**src/rtl/mfgd_pkg.sv**
```systemverilog
package mfgd_pkg;

  // default screen size
  localparam int DISPLAY_WIDTH_DEF  = 128;
  localparam int DISPLAY_HEIGHT_DEF = 64;

  // frame store
  localparam int STORE_DEPTH = 1024;
  localparam int SD_W        = 10;

  // font geometry and special slots
  localparam int GLYPH_COLS  = 5;
  localparam int GLYPH_ROWS  = 7;
  localparam int GLYPH_COLON = 36;
  localparam int GLYPH_SPACE = 37;
  localparam int GLYPH_STAR  = 38;
  localparam int GLYPH_SLOTS = 39;
  localparam int ROM_DEPTH   = GLYPH_SLOTS * GLYPH_COLS;

  // command kinds
  localparam logic [2:0] KIND_CLEAR = 3'd0;
  localparam logic [2:0] KIND_PIXEL = 3'd1;
  localparam logic [2:0] KIND_GLYPH = 3'd2;
  localparam logic [2:0] KIND_HRUN  = 3'd3;
  localparam logic [2:0] KIND_VRUN  = 3'd4;
  localparam logic [2:0] KIND_READ  = 3'd5;

  typedef struct packed {
    logic load;       // capture the input beat
    logic sweep_wr;   // write zero at the sweep pointer
    logic col_next;   // advance to the next column
    logic page_init;  // first page of the current column
    logic page_next;  // advance to the next page
    logic mem_rd;     // read the byte under update
    logic mem_wr;     // write back the merged byte
    logic byte_rd;    // read for the read-byte command
    logic out_load;   // load the result register
  } mfgd_cmd_t;

  typedef struct packed {
    logic [2:0] kind;
    logic       glyph_missing;
    logic       col_done;
    logic       col_skip;
    logic       page_last;
    logic       sweep_last;
    logic       out_free;
  } mfgd_stat_t;

  // column bytes, bit r is row r of the glyph
  localparam logic [7:0] GLYPH_ROM [ROM_DEPTH] = '{
    8'h3E, 8'h51, 8'h49, 8'h45, 8'h3E, 8'h00, 8'h42, 8'h7F, 8'h40, 8'h00,
    8'h42, 8'h61, 8'h51, 8'h49, 8'h46, 8'h21, 8'h41, 8'h49, 8'h4D, 8'h33,
    8'h18, 8'h14, 8'h12, 8'h7F, 8'h10, 8'h27, 8'h45, 8'h45, 8'h45, 8'h39,
    8'h3C, 8'h4A, 8'h49, 8'h49, 8'h31, 8'h41, 8'h21, 8'h11, 8'h09, 8'h07,
    8'h36, 8'h49, 8'h49, 8'h49, 8'h36, 8'h46, 8'h49, 8'h49, 8'h29, 8'h1E,
    8'h7E, 8'h09, 8'h09, 8'h09, 8'h7E, 8'h7F, 8'h49, 8'h49, 8'h49, 8'h36,
    8'h3E, 8'h41, 8'h41, 8'h41, 8'h22, 8'h7F, 8'h41, 8'h41, 8'h41, 8'h3E,
    8'h7F, 8'h49, 8'h49, 8'h49, 8'h41, 8'h7F, 8'h09, 8'h09, 8'h09, 8'h01,
    8'h3E, 8'h41, 8'h49, 8'h49, 8'h7A, 8'h7F, 8'h08, 8'h08, 8'h08, 8'h7F,
    8'h00, 8'h41, 8'h7F, 8'h41, 8'h00, 8'h20, 8'h40, 8'h41, 8'h3F, 8'h01,
    8'h7F, 8'h08, 8'h14, 8'h22, 8'h41, 8'h7F, 8'h40, 8'h40, 8'h40, 8'h40,
    8'h7F, 8'h02, 8'h0C, 8'h02, 8'h7F, 8'h7F, 8'h04, 8'h08, 8'h10, 8'h7F,
    8'h3E, 8'h41, 8'h41, 8'h41, 8'h3E, 8'h7F, 8'h09, 8'h09, 8'h09, 8'h06,
    8'h3E, 8'h41, 8'h51, 8'h21, 8'h5E, 8'h7F, 8'h09, 8'h09, 8'h19, 8'h66,
    8'h46, 8'h49, 8'h49, 8'h49, 8'h31, 8'h01, 8'h01, 8'h7F, 8'h01, 8'h01,
    8'h3F, 8'h40, 8'h40, 8'h40, 8'h3F, 8'h1F, 8'h20, 8'h40, 8'h20, 8'h1F,
    8'h3F, 8'h40, 8'h38, 8'h40, 8'h3F, 8'h63, 8'h14, 8'h08, 8'h14, 8'h63,
    8'h07, 8'h08, 8'h70, 8'h08, 8'h07, 8'h61, 8'h51, 8'h49, 8'h45, 8'h43,
    8'h00, 8'h36, 8'h36, 8'h00, 8'h00, 8'h00, 8'h00, 8'h00, 8'h00, 8'h00,
    8'h2A, 8'h1C, 8'h7F, 8'h1C, 8'h2A
  };

  // {hit, slot}; lowercase folds onto uppercase
  function automatic logic [6:0] glyph_slot(input logic [7:0] c);
    logic [6:0] res;
    res = '0;
    if (c >= 8'h30 && c <= 8'h39) begin
      res = {1'b1, 6'(c - 8'h30)};
    end else if (c >= 8'h41 && c <= 8'h5A) begin
      res = {1'b1, 6'(c - 8'h37)};
    end else if (c >= 8'h61 && c <= 8'h7A) begin
      res = {1'b1, 6'(c - 8'h57)};
    end else if (c == 8'h3A) begin
      res = {1'b1, 6'(GLYPH_COLON)};
    end else if (c == 8'h20) begin
      res = {1'b1, 6'(GLYPH_SPACE)};
    end else if (c == 8'h2A) begin
      res = {1'b1, 6'(GLYPH_STAR)};
    end
    return res;
  endfunction

  function automatic logic [7:0] glyph_col(input logic [5:0] slot, input logic [2:0] col);
    logic [7:0] idx;
    idx = 8'(slot) * 8'(GLYPH_COLS) + 8'(col);
    return (idx < 8'(ROM_DEPTH)) ? GLYPH_ROM[idx] : 8'h00;
  endfunction

endpackage

```
**src/rtl/mfgd_ctrl.sv**
```systemverilog
module mfgd_ctrl
  import mfgd_pkg::*;
(
  input  logic       clk,
  input  logic       rst_n,
  input  logic       in_valid,
  output logic       in_ready,
  input  mfgd_stat_t stat,
  output mfgd_cmd_t  cmd
);

  typedef enum logic [7:0] {
    ST_SWEEP = 8'b0000_0001,
    ST_IDLE  = 8'b0000_0010,
    ST_DISP  = 8'b0000_0100,
    ST_COL   = 8'b0000_1000,
    ST_RD    = 8'b0001_0000,
    ST_WR    = 8'b0010_0000,
    ST_RDB   = 8'b0100_0000,
    ST_FIN   = 8'b1000_0000
  } state_t;

  state_t state_r, state_nxt;
  logic   res_pend_r, res_pend_nxt;

  always_ff @(posedge clk) begin
    if (!rst_n) begin
      state_r    <= ST_SWEEP;
      res_pend_r <= 1'b0;
    end else begin
      state_r    <= state_nxt;
      res_pend_r <= res_pend_nxt;
    end
  end

  always_comb begin
    state_nxt    = state_r;
    res_pend_nxt = res_pend_r;
    cmd          = '0;
    in_ready     = 1'b0;
    unique case (state_r)
      ST_SWEEP: begin
        cmd.sweep_wr = 1'b1;
        if (stat.sweep_last) begin
          // reset sweep returns quietly, a clear command owes a result
          state_nxt    = res_pend_r ? ST_FIN : ST_IDLE;
          res_pend_nxt = 1'b0;
        end
      end
      ST_IDLE: begin
        in_ready = 1'b1;
        if (in_valid) begin
          cmd.load  = 1'b1;
          state_nxt = ST_DISP;
        end
      end
      ST_DISP: begin
        unique case (stat.kind) inside
          KIND_CLEAR: begin
            res_pend_nxt = 1'b1;
            state_nxt    = ST_SWEEP;
          end
          KIND_READ: state_nxt = ST_RDB;
          KIND_GLYPH: state_nxt = stat.glyph_missing ? ST_FIN : ST_COL;
          KIND_PIXEL, KIND_HRUN, KIND_VRUN: state_nxt = ST_COL;
          default: state_nxt = ST_FIN;
        endcase
      end
      ST_COL: begin
        if (stat.col_done) begin
          state_nxt = ST_FIN;
        end else if (stat.col_skip) begin
          cmd.col_next = 1'b1;
        end else begin
          cmd.page_init = 1'b1;
          state_nxt     = ST_RD;
        end
      end
      ST_RD: begin
        cmd.mem_rd = 1'b1;
        state_nxt  = ST_WR;
      end
      ST_WR: begin
        cmd.mem_wr = 1'b1;
        if (stat.page_last) begin
          cmd.col_next = 1'b1;
          state_nxt    = ST_COL;
        end else begin
          cmd.page_next = 1'b1;
          state_nxt     = ST_RD;
        end
      end
      ST_RDB: begin
        cmd.byte_rd = 1'b1;
        state_nxt   = ST_FIN;
      end
      ST_FIN: begin
        if (stat.out_free) begin
          cmd.out_load = 1'b1;
          state_nxt    = ST_IDLE;
        end
      end
      default: state_nxt = ST_SWEEP;
    endcase
  end

endmodule

```
**config.mk**
```make
export PLATFORM = sky130hd
export DESIGN_NAME = mfgd_ctrl
export DESIGN_NICKNAME = d
export VERILOG_FILES = /design/src/rtl/mfgd_pkg.sv /design/src/rtl/mfgd_ctrl.sv
export SDC_FILE = /design/constraint.sdc
export NUM_CORES = 1
export LEC_CHECK = 0
export BUFFER_PORTS_ARGS = -buffer_cell sky130_fd_sc_hd__buf_2
export CAP_MARGIN = 20
export CELL_PAD_IN_SITES_DETAIL_PLACEMENT = 0
export CELL_PAD_IN_SITES_GLOBAL_PLACEMENT = 1
export CORE_MARGIN = 5
export CORE_UTILIZATION = 37
export CTS_CLUSTER_DIAMETER = 100
export DETAILED_ROUTE_END_ITERATION = 10
export HOLD_SLACK_MARGIN = 0.02
export PLACE_DENSITY = 0.8
export SYNTH_ARGS = -nofsm -noshare
export SYNTH_HDL_FRONTEND = slang
export SYNTH_SLANG_ARGS = --single-unit
```
**constraint.sdc**
```tcl
create_clock -name clk -period 3.55 [get_ports clk]
set_input_delay 0.71 -clock clk [delete_from_list [all_inputs] [get_ports clk]]
set_output_delay 0.71 -clock clk [all_outputs]
set_load 0.05 [all_outputs]
```
==> qor.yml, run 1 <==
status:
  outcome: "completed"
global_route:
  gr-total-overflow: 0
  met2_usage_pct: 22.38
  grt_util_met1_pct: 17.22
  layer_with_the_highest_usage_after_global_routing: "met2"
  number_of_antenna_violations_at_the_first_check_in_global_routing: 0
  grt_first_pass_wirelength_mm: 2.815
  largest_net_degree_at_the_start_of_global_routing: 9
  grt_use_met3_pct: 4.558
  grt_use_total_pct: 14.28
  grt_pass1_vias: 609
drt:
  ant_nets: 0
  num_vias: 679
  via_per_inst: 5.305
  wire_per_inst_um: 13.29
  drt-pass1-iter-count: 4
  detail_route.wirelength_mm: 1.701
  drt_drc_violations_left: 0
  drtIter0Drc: 27
logic_synthesis:
  yosysUniqueCellTypes: 35
  synthXorXnorAreaFrac_pct: 2.657
  synth_fp_nets: 91
  synth_area_per_cell_sq_um: 8.347
  largest_family_of_logic_cells_by_synthesized_area: "simple AND/OR/NAND/NOR gates"
  synth.yosys.seq_area_share_pct: 27.32
  ys.flop_type: "sky130_fd_sc_hd__dfxtp_1"
  post_synth_instance_area_sq_um: 659.4
  synth_adder_area_share_pct: 0
  synth.area.mux_share_pct: 0
  synth_seq_cells: 9
  compound_gate_fraction_of_synth_area_pct: 21.82
  asyncSetResetFlopFracSynth_pct: 0
  synth-warning-count: 0
  synth_enable_flop_cells: 0
  post_synth_inst_count: 79
  yosys.area_share.simple_pct: 44.21
cells_and_area:
  finalNonFillerCells: 128
  areaGrowthSynthToFinish_pct: 22.96
  layout.nets: 116
  drive_gt1_share_pct: 28.16
  layout.cells.most_common: "sky130_fd_sc_hd__buf_2"
  layout_common_cells: "sky130_fd_sc_hd__buf_2, sky130_fd_sc_hd__dfxtp_1, sky130_fd_sc_hd__nor2_1, sky130_fd_sc_hd__nand2_1, sky130_fd_sc_hd__o21ai_0"
  num_antenna_cells: 0
min_path:
  hold_path.startpoint: "res_pend_r$_SDFFE_PN0P_"
  min_path_cells: 2
  worstHoldPathType: "flip-flop to flip-flop"
  worstHoldEndpoint: "res_pend_r$_SDFFE_PN0P_"
critical_path:
  crit_slowest_cell: "sky130_fd_sc_hd__or4_4"
  launching_point_of_the_worst_reg2reg_path: "state_r[4]$_SDFFE_PN0P_"
  crit_start_category: "flip-flop"
  ff_to_ff_path_depth: 5
  crit-reg2reg-capture: "state_r[0]$_SDFFE_PN1P_"
  reg2reg_setup_slack_ns: 1.63
  cp_top_family: "simple AND/OR/NAND/NOR gates"
  critical_path.cell_chain: "or4_4 -> or3_4 -> nor3b_4 -> a21o_1 -> buf_2"
  peak_fanout_along_the_critical_path: 7
  worst_ep_arrival_time_ns: 2.21
  critical_path.endpoint_type: "output port"
  timing.critical_path.slowest_cell_delay_ns: 0.57
  crit_type: "flip-flop to output port"
  critical_path_required_ns: 2.84
  crit_buf_inv: 1
sta:
  finalHoldViolations: 0
  tightestPinTransition_ns: 0.5371
  max_clock_freq_mhz: 342.0
  maxSlewHeadroom_pct: 63.89
  final.setup.tns_ns: 0
  timing.final.crit_share_pct: 82.37
  layout_setup_ws_ns: 0.6258
  rsz0062_at_grt: "false"
  skew_ns: 0.001170
  final.min_clock_period_ns: 2.924
  final-max-slew-violation-count: 0
  final-setup-viol-count: 0
pwr:
  power_density_nw_per_um2: 502.7
  report.power.total_uw: 407.6
  total_leakage_power_nw: 0.3679
  ir_worst_vdd_mv: 0.2978
floorplan:
  die_w_um: 52.22
  coreArea_sq_um: 1708
  core.rowCount: 15
  die_y_um: 52.22
  floorplan.io_pins: 22
  start_util_pct: 38.61
  fp.dieArea_sq_um: 2726
placement:
  place.detailed.hpwl_mm: 1.362
  post-place-cells: 124
  routabilityCongestion: 0.8495
  portBuffers: 21
  detailedPlace.worstSlack_ns: 0.9071
clocking:
  path_clk_slew_ns: 0.06
  tritoncts: "yes"
  cts_sinks: 9
  ctsResizeCount: 0
  cts_htree_levels: 1
  post-cts-setup-buffer-count: 0
  post_cts_hold_buffer_count: 0
  clock_insertion_delay_worst_skew_ns: 0.26
  cts_made_buffers: 3
  clockBufferDepth: 2
  clock_tree.root_cell: "sky130_fd_sc_hd__clkbuf_4"
flow_run:
  max_cap_viol_count: 0
-- final cells by class --
class	count	area, sq um
inverters	4	15.01
multi-input cells	65	452.9
well taps	25	31.28
fillers	187	897.1
repair buffers	21	105.1
flip-flops and latches	9	180.2
clock buffers	4	26.28
-- logic make-up (layout without fill, tap and decap cells) --
group | after synthesis | after routing
xor gates and xnor gates | 2 | 2
buffers and inverters | 5 | 29
DFF | 9 | 9
AOI/OAI and AO/OA | 21 | 21
and+or+nand+nor | 42 | 42
-- sequential cells by signal, indices dropped and copies added (netlist names) --
signal,cells
state_r,8
res_pend_r,1
-- worst register-to-register path: stages, from the launching register on --
cell and delay (ns):
sky130_fd_sc_hd__dfxtp_1 0.37, sky130_fd_sc_hd__nor4_2 0.55, sky130_fd_sc_hd__and2_1 0.23, sky130_fd_sc_hd__nand2_1 0.08, sky130_fd_sc_hd__or4_1 0.45, sky130_fd_sc_hd__a32oi_1 0.17
-- synth_stat cells, types with 3 or more instances --
| cell | count | share of area, % |
|---|---|---|
| sky130_fd_sc_hd__and4b_1 | 3 | 4.6 |
| sky130_fd_sc_hd__nor2b_1 | 4 | 3.8 |
| sky130_fd_sc_hd__nor3b_1 | 3 | 3.4 |
| sky130_fd_sc_hd__o21ai_0 | 5 | 3.8 |
| sky130_fd_sc_hd__nor2_1 | 7 | 4.0 |
| sky130_fd_sc_hd__inv_1 | 4 | 2.3 |
| sky130_fd_sc_hd__nand2_1 | 6 | 3.4 |
| sky130_fd_sc_hd__nor4b_1 | 3 | 4.0 |
| sky130_fd_sc_hd__dfxtp_1 | 9 | 27 |
-- report_power, final --
| part | total, mW | switching (mW) | leakage [nW] | internal (mW) |
|---|---|---|---|---|
| Clock | 0.0802 | 0.0368 | 0.0150 | 0.0434 |
| Sequential | 0.137 | 0.0244 | 0.0730 | 0.113 |
| Combinational | 0.190 | 0.118 | 0.280 | 0.0719 |
| Total | 0.408 | 0.179 | 0.368 | 0.228 |
-- how the worst max path moves through the flow --
| stage | start | end | depth (start not counted) |
|---|---|---|---|
| 6_report | state_r[7]$_SDFFE_PN0P_ | cmd[6] | 5 |
| 2_1_floorplan | state_r[2]$_SDFFE_PN0P_ | cmd[3] | 4 |
| 3_3_place_gp | state_r[7]$_SDFFE_PN0P_ | cmd[6] | 5 |
| 5_1_grt | state_r[7]$_SDFFE_PN0P_ | cmd[6] | 5 |
| 3_5_place_dp | state_r[7]$_SDFFE_PN0P_ | cmd[6] | 5 |
| 4_1_cts | state_r[7]$_SDFFE_PN0P_ | cmd[6] | 5 |
-- routing by layer --
layer,vias up,part of all wire [%]
met4,0,1.8
met3,2,6.8
li1,347,-
met5,-,0
met1,312,44
met2,18,48
-- through the flow --
| step | util, % | hold WS (ns) | area, sq um |
|---|---|---|---|
| 2_1_floorplan | - | 0.4483 | 659.4 |
| 3_3_place_gp | 45.93 | 0.4697 | 784.5 |
| 3_5_place_dp | 45.93 | 0.4674 | 784.5 |
| 4_1_cts | 47.47 | 0.4765 | 810.8 |
| 5_1_grt | 47.47 | 0.5047 | 810.8 |
| 6_report | 47.47 | 0.4700 | 810.8 |
No activity file was read; power rests on OpenSTA's default activity.
==> run 2: changes to the inputs <==
ABC_AREA = 1   (was default)
CORE_UTILIZATION = 33   (was 37)
PLACE_DENSITY = 0.76   (was 0.8)
clock period = 2.85 ns   (was 3.55 ns; I/O delays follow)
==> qor.yml, run 2 <==
min_path:
  worstHoldPathType: "flip-flop to flip-flop"
  worstHoldEndpoint: "res_pend_r$_SDFFE_PN0P_"
  hold_path.startpoint: "res_pend_r$_SDFFE_PN0P_"
  min_path_cells: 2  # unchanged
cells_and_area:
  largest_register_ffs: 8  # unchanged
  areaGrowthSynthToFinish_pct: 23.09
  number_of_inserted_filler_cells_in_the_final_layout: 245  # +31%
  leading_registers_by_flop_count: "state_r x8, res_pend_r x1"
  post-route-util_pct: 41.29  # -6.2 points
  layout.nets: 157  # +35%
  max_flop_register: "state_r"
  num_antenna_cells: 0  # unchanged
  drive_gt1_share_pct: 32.64  # +4.5 points
  multi_input_comb_area_sq_um: 447.9  # -1.1%
  seqCellArea_sq_um: 180.2  # unchanged
  layout.cells.most_common: "sky130_fd_sc_hd__nand2_1"
  finalNonFillerCells: 172  # +34%
  layout_common_cells: "sky130_fd_sc_hd__nand2_1, sky130_fd_sc_hd__buf_2, sky130_fd_sc_hd__nor2_1, sky130_fd_sc_hd__inv_1, sky130_fd_sc_hd__nand3_1"
status:
  outcome: "completed"
drt:
  met3WireLength_um: 106  # -8.6%
  met2RoutedLength_um: 885  # +9.0%
  drt-pass1-iter-count: 4  # unchanged
  ant_nets: 0  # unchanged
  drt_drc_violations_left: 0  # unchanged
  num_vias: 758  # +12%
  via_per_inst: 4.407  # -17%
  wl_met1_um: 711  # -4.0%
  detail_route.wirelength_mm: 1.735  # +2.0%
  wire_per_inst_um: 10.09  # -24%
  top_layer_used: "met4"
  drtIter0Drc: 6  # -78%
clocking:
  clock_insertion_delay_worst_skew_ns: 0.26  # about the same
  cts_htree_levels: 1  # unchanged
  tritoncts: "yes"
  ctsResizeCount: 0  # unchanged
  post-cts-setup-buffer-count: 0  # unchanged
  clock_tree.root_cell: "sky130_fd_sc_hd__clkbuf_4"
  cts_sinks: 9  # unchanged
  path_clk_slew_ns: 0.06  # about the same
  clockBufferDepth: 2  # unchanged
  post_cts_hold_buffer_count: 0  # unchanged
  cts_made_buffers: 3  # unchanged
logic_synthesis:
  synth_enable_flop_cells: 0  # unchanged
  synth-warning-count: 0  # unchanged
  synth_area_per_cell_sq_um: 6.056  # -27%
  post_synth_inst_count: 119  # +51%
  synth.yosys.seq_area_share_pct: 25.00  # -2.3 points
  post_synth_instance_area_sq_um: 720.7  # +9.3%
  synth_area_leaders: "sky130_fd_sc_hd__dfxtp_1, sky130_fd_sc_hd__nand2_1, sky130_fd_sc_hd__nor2_1"
  asyncSetResetFlopFracSynth_pct: 0  # unchanged
  synth_top_cell_by_area: "sky130_fd_sc_hd__dfxtp_1"
  synth_common_cells: "sky130_fd_sc_hd__nand2_1, sky130_fd_sc_hd__nor2_1, sky130_fd_sc_hd__inv_1"
  yosys.area.top_type_share_pct: 25.00  # -2.3 points
  synth_seq_cells: 9  # unchanged
  ys.flop_type: "sky130_fd_sc_hd__dfxtp_1"
  synth_fp_nets: 131  # +44%
  yosysUniqueCellTypes: 19  # -46%
  synthMostInstantiatedCell: "sky130_fd_sc_hd__nand2_1"
critical_path:
  critical_path.endpoint_type: "output port"
  ff_to_ff_path_depth: 10  # +5
  reg2reg_setup_slack_ns: 1.52  # -0.11 ns
  cp_common_cell: "sky130_fd_sc_hd__nand2_1"
  crit_type: "flip-flop to output port"
  crit-reg2reg-capture: "state_r[1]$_SDFFE_PN0P_"
  critical_path_required_ns: 2.28  # -0.56 ns
  worst_ep_arrival_time_ns: 1.51  # -0.70 ns
  cp_top_family: "simple AND/OR/NAND/NOR gates"
  crit_slowest_cell: "sky130_fd_sc_hd__dfxtp_1"
  launching_point_of_the_worst_reg2reg_path: "state_r[3]$_SDFFE_PN0P_"
  peak_fanout_along_the_critical_path: 3  # -4
  startpoint: "state_r[1]$_SDFFE_PN0P_"
  crit_start_category: "flip-flop"
  crit_buf_inv: 2  # +1
  timing.critical_path.slowest_cell_delay_ns: 0.32  # -0.25 ns
  critical_path.cell_chain: "inv_1 -> nand2_1 -> nor2_1 -> nand2_1 -> nor3_1 -> buf_2"
global_route:
  gr-total-overflow: 0  # unchanged
  grt_use_total_pct: 11.88  # -2.4 points
  grt_pass1_vias: 720  # +18%
  largest_net_degree_at_the_start_of_global_routing: 9  # unchanged
  grt_first_pass_wirelength_mm: 2.994  # +6.4%
  number_of_antenna_violations_at_the_first_check_in_global_routing: 0  # unchanged
pwr:
  ir_worst_vdd_mv: 0.2869  # -3.7%
  total_leakage_power_nw: 0.5009  # +36%
  power_density_nw_per_um2: 446.1  # -11%
sta:
  final-max-slew-violation-count: 0  # unchanged
  skew_ns: 0.005413  # +0.004244 ns
  maxSlewHeadroom_pct: 78.84  # +15 points
  timing.final.crit_share_pct: 73.08
  final.setup.tns_ns: 0  # unchanged
  final-setup-viol-count: 0  # unchanged
  rsz0062_at_grt: "false"
  tightestPinTransition_ns: 0.3162  # -0.2209 ns
  max_clock_freq_mhz: 480.1
  layout_setup_ws_ns: 0.7671  # +0.1413 ns
  final.min_clock_period_ns: 2.083
  hold_ws_ns: 0.4890  # +0.01897 ns
  finalHoldViolations: 0  # unchanged
floorplan:
  start_util_pct: 33.55  # -5.1 points
  coreArea_sq_um: 2148  # +26%
  fp.dieArea_sq_um: 3218  # +18%
  core.rowCount: 17  # +2
  die_w_um: 56.73  # +8.6%
  die_y_um: 56.73  # +8.6%
  floorplan.io_pins: 22  # unchanged
placement:
  portBuffers: 21  # unchanged
  routabilityCongestion: 0.8337  # -1.9%
  detailedPlace.worstSlack_ns: 1.006  # +0.09885 ns
  place.detailed.hpwl_mm: 1.530  # +12%
  post-place-cells: 168  # +35%
flow_run:
  max_cap_viol_count: 0  # unchanged
## run 2: worst min-delay path, delay by kind of cell (launching register included)
kind	cells	cell delay, ns
compound gates	1	0.05
simple gates	1	0.06
flops	1	0.32
## run 2: where the power goes
group          internal, mW  switching [mW]
Clock                0.0539          0.0439
Combinational        0.0479           0.111
Sequential            0.134         0.00536
Total                 0.236           0.160
## run 2: layer usage
metal | vias to the layer above | track usage (%)
met4 | 0 | 4.967
met1 | 318 | 13.97
met5 | - | 0
met2 | 19 | 20.46
li1 | 416 | -
met3 | 5 | 2.759
## run 2: layout make-up
cell class | instances | area share, %
tap | 28 | 3.949
inverter | 24 | 10.44
clock buffer | 4 | 2.962
sequential | 9 | 20.31
timing repair buffer | 21 | 11.85
multi-input combinational | 86 | 50.49
## run 2: kinds of logic after synthesis
| logic type | share of synthesized area, % |
|---|---|
| buffers and inverters | 12.85 |
| AND/OR/NAND/NOR | 57.29 |
| AO/OA/AOI/OAI | 4.859 |
| flip-flops | 25.00 |
## run 2: metrics by stage
stage	instance area [sq um]	total power, mW
after detailed placement	860.8	0.3004
final	887.1	0.3957
after floorplan	720.7	0.2638
after global routing	887.1	0.4253
after CTS	887.1	0.3982
after global placement	860.8	0.3000
## run 2: how the worst max path moves through the flow
stage               endpoint  cells after the start  slack [ns]
finish                cmd[5]                      6        0.77
global route          cmd[5]                      5        0.58
CTS                   cmd[5]                      6        0.76
detailed placement    cmd[6]                      5        1.01
global placement      cmd[6]                      5         1.0
floorplan             cmd[5]                      5        0.52
==> run 3: changes to the inputs <==
CORE_UTILIZATION = 30   (was 33)
PLACE_DENSITY = 0.73   (was 0.76)
clock period = 1.9 ns   (was 2.85 ns; I/O delays follow)
==> qor.yml, run 3 (same netlist as run 2, synthesis figures left out) <==
status:
  outcome: "completed"
cells_and_area:
  leading_registers_by_flop_count: "state_r x8, res_pend_r x1"
  layout.cells.most_common: "sky130_fd_sc_hd__nand2_1"
  number_of_inserted_filler_cells_in_the_final_layout: 267  # +9.0%
  drive_gt1_share_pct: 36.11  # +3.5 points
  max_flop_register: "state_r"
  layout_common_cells: "sky130_fd_sc_hd__nand2_1, sky130_fd_sc_hd__inv_1, sky130_fd_sc_hd__nor2_1, sky130_fd_sc_hd__buf_2"
  multi_input_comb_area_sq_um: 462.9  # +3.4%
  largest_register_ffs: 8  # unchanged
  layout.nets: 157  # unchanged
  areaGrowthSynthToFinish_pct: 27.43
  seqCellArea_sq_um: 180.2  # unchanged
  layout.cell_area.non_filler_sq_um: 918.4  # +3.5%
  num_antenna_cells: 0  # unchanged
clocking:
  cts_htree_levels: 1  # unchanged
  path_clk_slew_ns: 0.07  # about the same
  clockBufferDepth: 2  # unchanged
  cts_made_buffers: 3  # unchanged
  clock_tree.root_cell: "sky130_fd_sc_hd__clkbuf_4"
  cts_sinks: 9  # unchanged
  tritoncts: "yes"
  clock_insertion_delay_worst_skew_ns: 0.26  # about the same
  post-cts-setup-buffer-count: 0  # unchanged
min_path:
  hold_path.startpoint: "rst_n"
  min_path_cells: 2  # unchanged
  worstHoldEndpoint: "state_r[0]$_SDFFE_PN1P_"
  worstHoldPathType: "primary input to flip-flop"
critical_path:
  crit_slowest_cell: "sky130_fd_sc_hd__dfxtp_1"
  launching_point_of_the_worst_reg2reg_path: "state_r[3]$_SDFFE_PN0P_"
  crit_type: "flip-flop to output port"
  peak_fanout_along_the_critical_path: 3  # unchanged
  critical_path.cell_chain: "inv_2 -> nand2_1 -> nor2_1 -> nand2_1 -> inv_1 -> buf_2"
  crit-reg2reg-capture: "state_r[2]$_SDFFE_PN0P_"
  worst_ep_arrival_time_ns: 1.47  # -0.04 ns
  ff_to_ff_path_depth: 9  # -1
  critical_path.endpoint_type: "output port"
  timing.critical_path.slowest_cell_delay_ns: 0.33  # about the same
  reg2reg_setup_slack_ns: 0.57  # -0.95 ns
  cp_common_cell: "sky130_fd_sc_hd__nand2_1"
  critical_path_required_ns: 1.52  # -0.76 ns
  crit_start_category: "flip-flop"
placement:
  place.detailed.hpwl_mm: 1.572  # +2.7%
  portBuffers: 21  # unchanged
  routabilityCongestion: 0.7763  # -6.9%
  placed_cell_area_sq_um: 865.8  # +0.58%
sta:
  hold_ws_ns: 0.3542  # -0.1348 ns
  max_clock_freq_mhz: 539.7
  tightestPinTransition_ns: 0.2973  # -0.01890 ns
  rsz0062_at_grt: "true"
  final-setup-viol-count: 0  # unchanged
  timing.final.crit_share_pct: 97.52
  final-max-slew-violation-count: 0  # unchanged
  maxSlewHeadroom_pct: 80.11  # +1.3 points
  finalHoldViolations: 0  # unchanged
  final.min_clock_period_ns: 1.853
  skew_ns: 0.008747  # +0.003334 ns
drt:
  drt_drc_violations_left: 0  # unchanged
  detail_route.wirelength_mm: 1.805  # +4.0%
  drt-pass1-iter-count: 5  # +1
  drtIter0Drc: 20  # +14
  via_per_inst: 4.436  # +0.66%
  ant_nets: 0  # unchanged
  wire_per_inst_um: 10.49  # +4.0%
  num_vias: 763  # +0.66%
global_route:
  grt_first_pass_wirelength_mm: 2.939  # -1.8%
  largest_net_degree_at_the_start_of_global_routing: 9  # unchanged
  grt_use_total_pct: 11.39  # -0.49 points
  grt_pass1_vias: 696  # -3.3%
  gr-total-overflow: 0  # unchanged
  number_of_antenna_violations_at_the_first_check_in_global_routing: 0  # unchanged
pwr:
  ir_worst_vdd_mv: 0.4692  # +64%
  total_leakage_power_nw: 0.5003  # -0.12%
  power_density_nw_per_um2: 653.7  # +47%
floorplan:
  coreArea_sq_um: 2255  # +5.0%
  start_util_pct: 31.96  # -1.6 points
  floorplan.io_pins: 22  # unchanged
  die_y_um: 59.02  # +4.0%
  fp.dieArea_sq_um: 3483  # +8.2%
  die_w_um: 59.02  # +4.0%
  core.rowCount: 17  # unchanged
flow_run:
  max_cap_viol_count: 0  # unchanged
[run 3: cell count changes in the layout (fill, tap and decap cells not counted), sizes merged]
cell / delta
clkbuf: +5
clkinv: +1
buf: -6
[run 3: stage by stage]
step | std cells | setup slack [ns] | utilization, % | setup TNS (ns) | total power [mW]
2_1_floorplan | 119 | 0.1116 | - | 0 | 0.3957
6_report | 172 | 0.04716 | 40.73 | 0 | 0.6003
5_1_grt | 172 | -0.04076 | 40.73 | -0.04707 | 0.6415
4_1_cts | 172 | 0.03096 | 39.62 | 0 | 0.5996
3_3_place_gp | 168 | 0.3493 | 38.40 | 0 | 0.4498
3_5_place_dp | 168 | 0.3195 | 38.40 | 0 | 0.4514
[run 3: critical path, delay by kind of cell (launching register included)]
kind	cells	cell delay, ns
AND/OR/NAND/NOR	3	0.50
flip-flops	1	0.33
buffers and inverters	3	0.38
[run 3: area by class of cell]
| type | count | share of cell area, % |
|---|---|---|
| multi-input cells | 86 | 50.41 |
| clock inverters | 1 | 0.5450 |
| repair buffers | 21 | 13.08 |
| flip-flops and latches | 9 | 19.62 |
| inverters | 24 | 10.08 |
| well taps | 28 | 3.815 |
| clock buffers | 3 | 2.452 |
[run 3: power breakdown]
group	leakage, nW	switching, mW	internal (mW)
clock network	0.0177	0.0702	0.0775
registers	0.0730	0.0105	0.201
logic	0.410	0.168	0.0731
[run 3: worst max path at each step]
stage                                  startpoint     end  depth (start not counted)
after floorplan           state_r[5]$_SDFFE_PN0P_  cmd[4]                          6
after global placement    state_r[3]$_SDFFE_PN0P_  cmd[1]                          6
after detailed placement  state_r[0]$_SDFFE_PN1P_  cmd[4]                          6
after CTS                 state_r[0]$_SDFFE_PN1P_  cmd[4]                          6
after global routing      state_r[2]$_SDFFE_PN0P_  cmd[7]                          6
final                     state_r[3]$_SDFFE_PN0P_  cmd[7]                          6
[run 3: what timing repair did]
| item | CTS | global route |
|---|---|---|
| resized for setup | 0 | 9 |
| endpoints found under the setup margin | 0 | 6 |
| hold buffers | 0 | 0 |
[run 3: metal layers]
metal	GRT usage, %	routed length [um]
met1	13.73	795
met2	19.24	930
met3	3.268	79
met4	3.883	0
met5	0	0
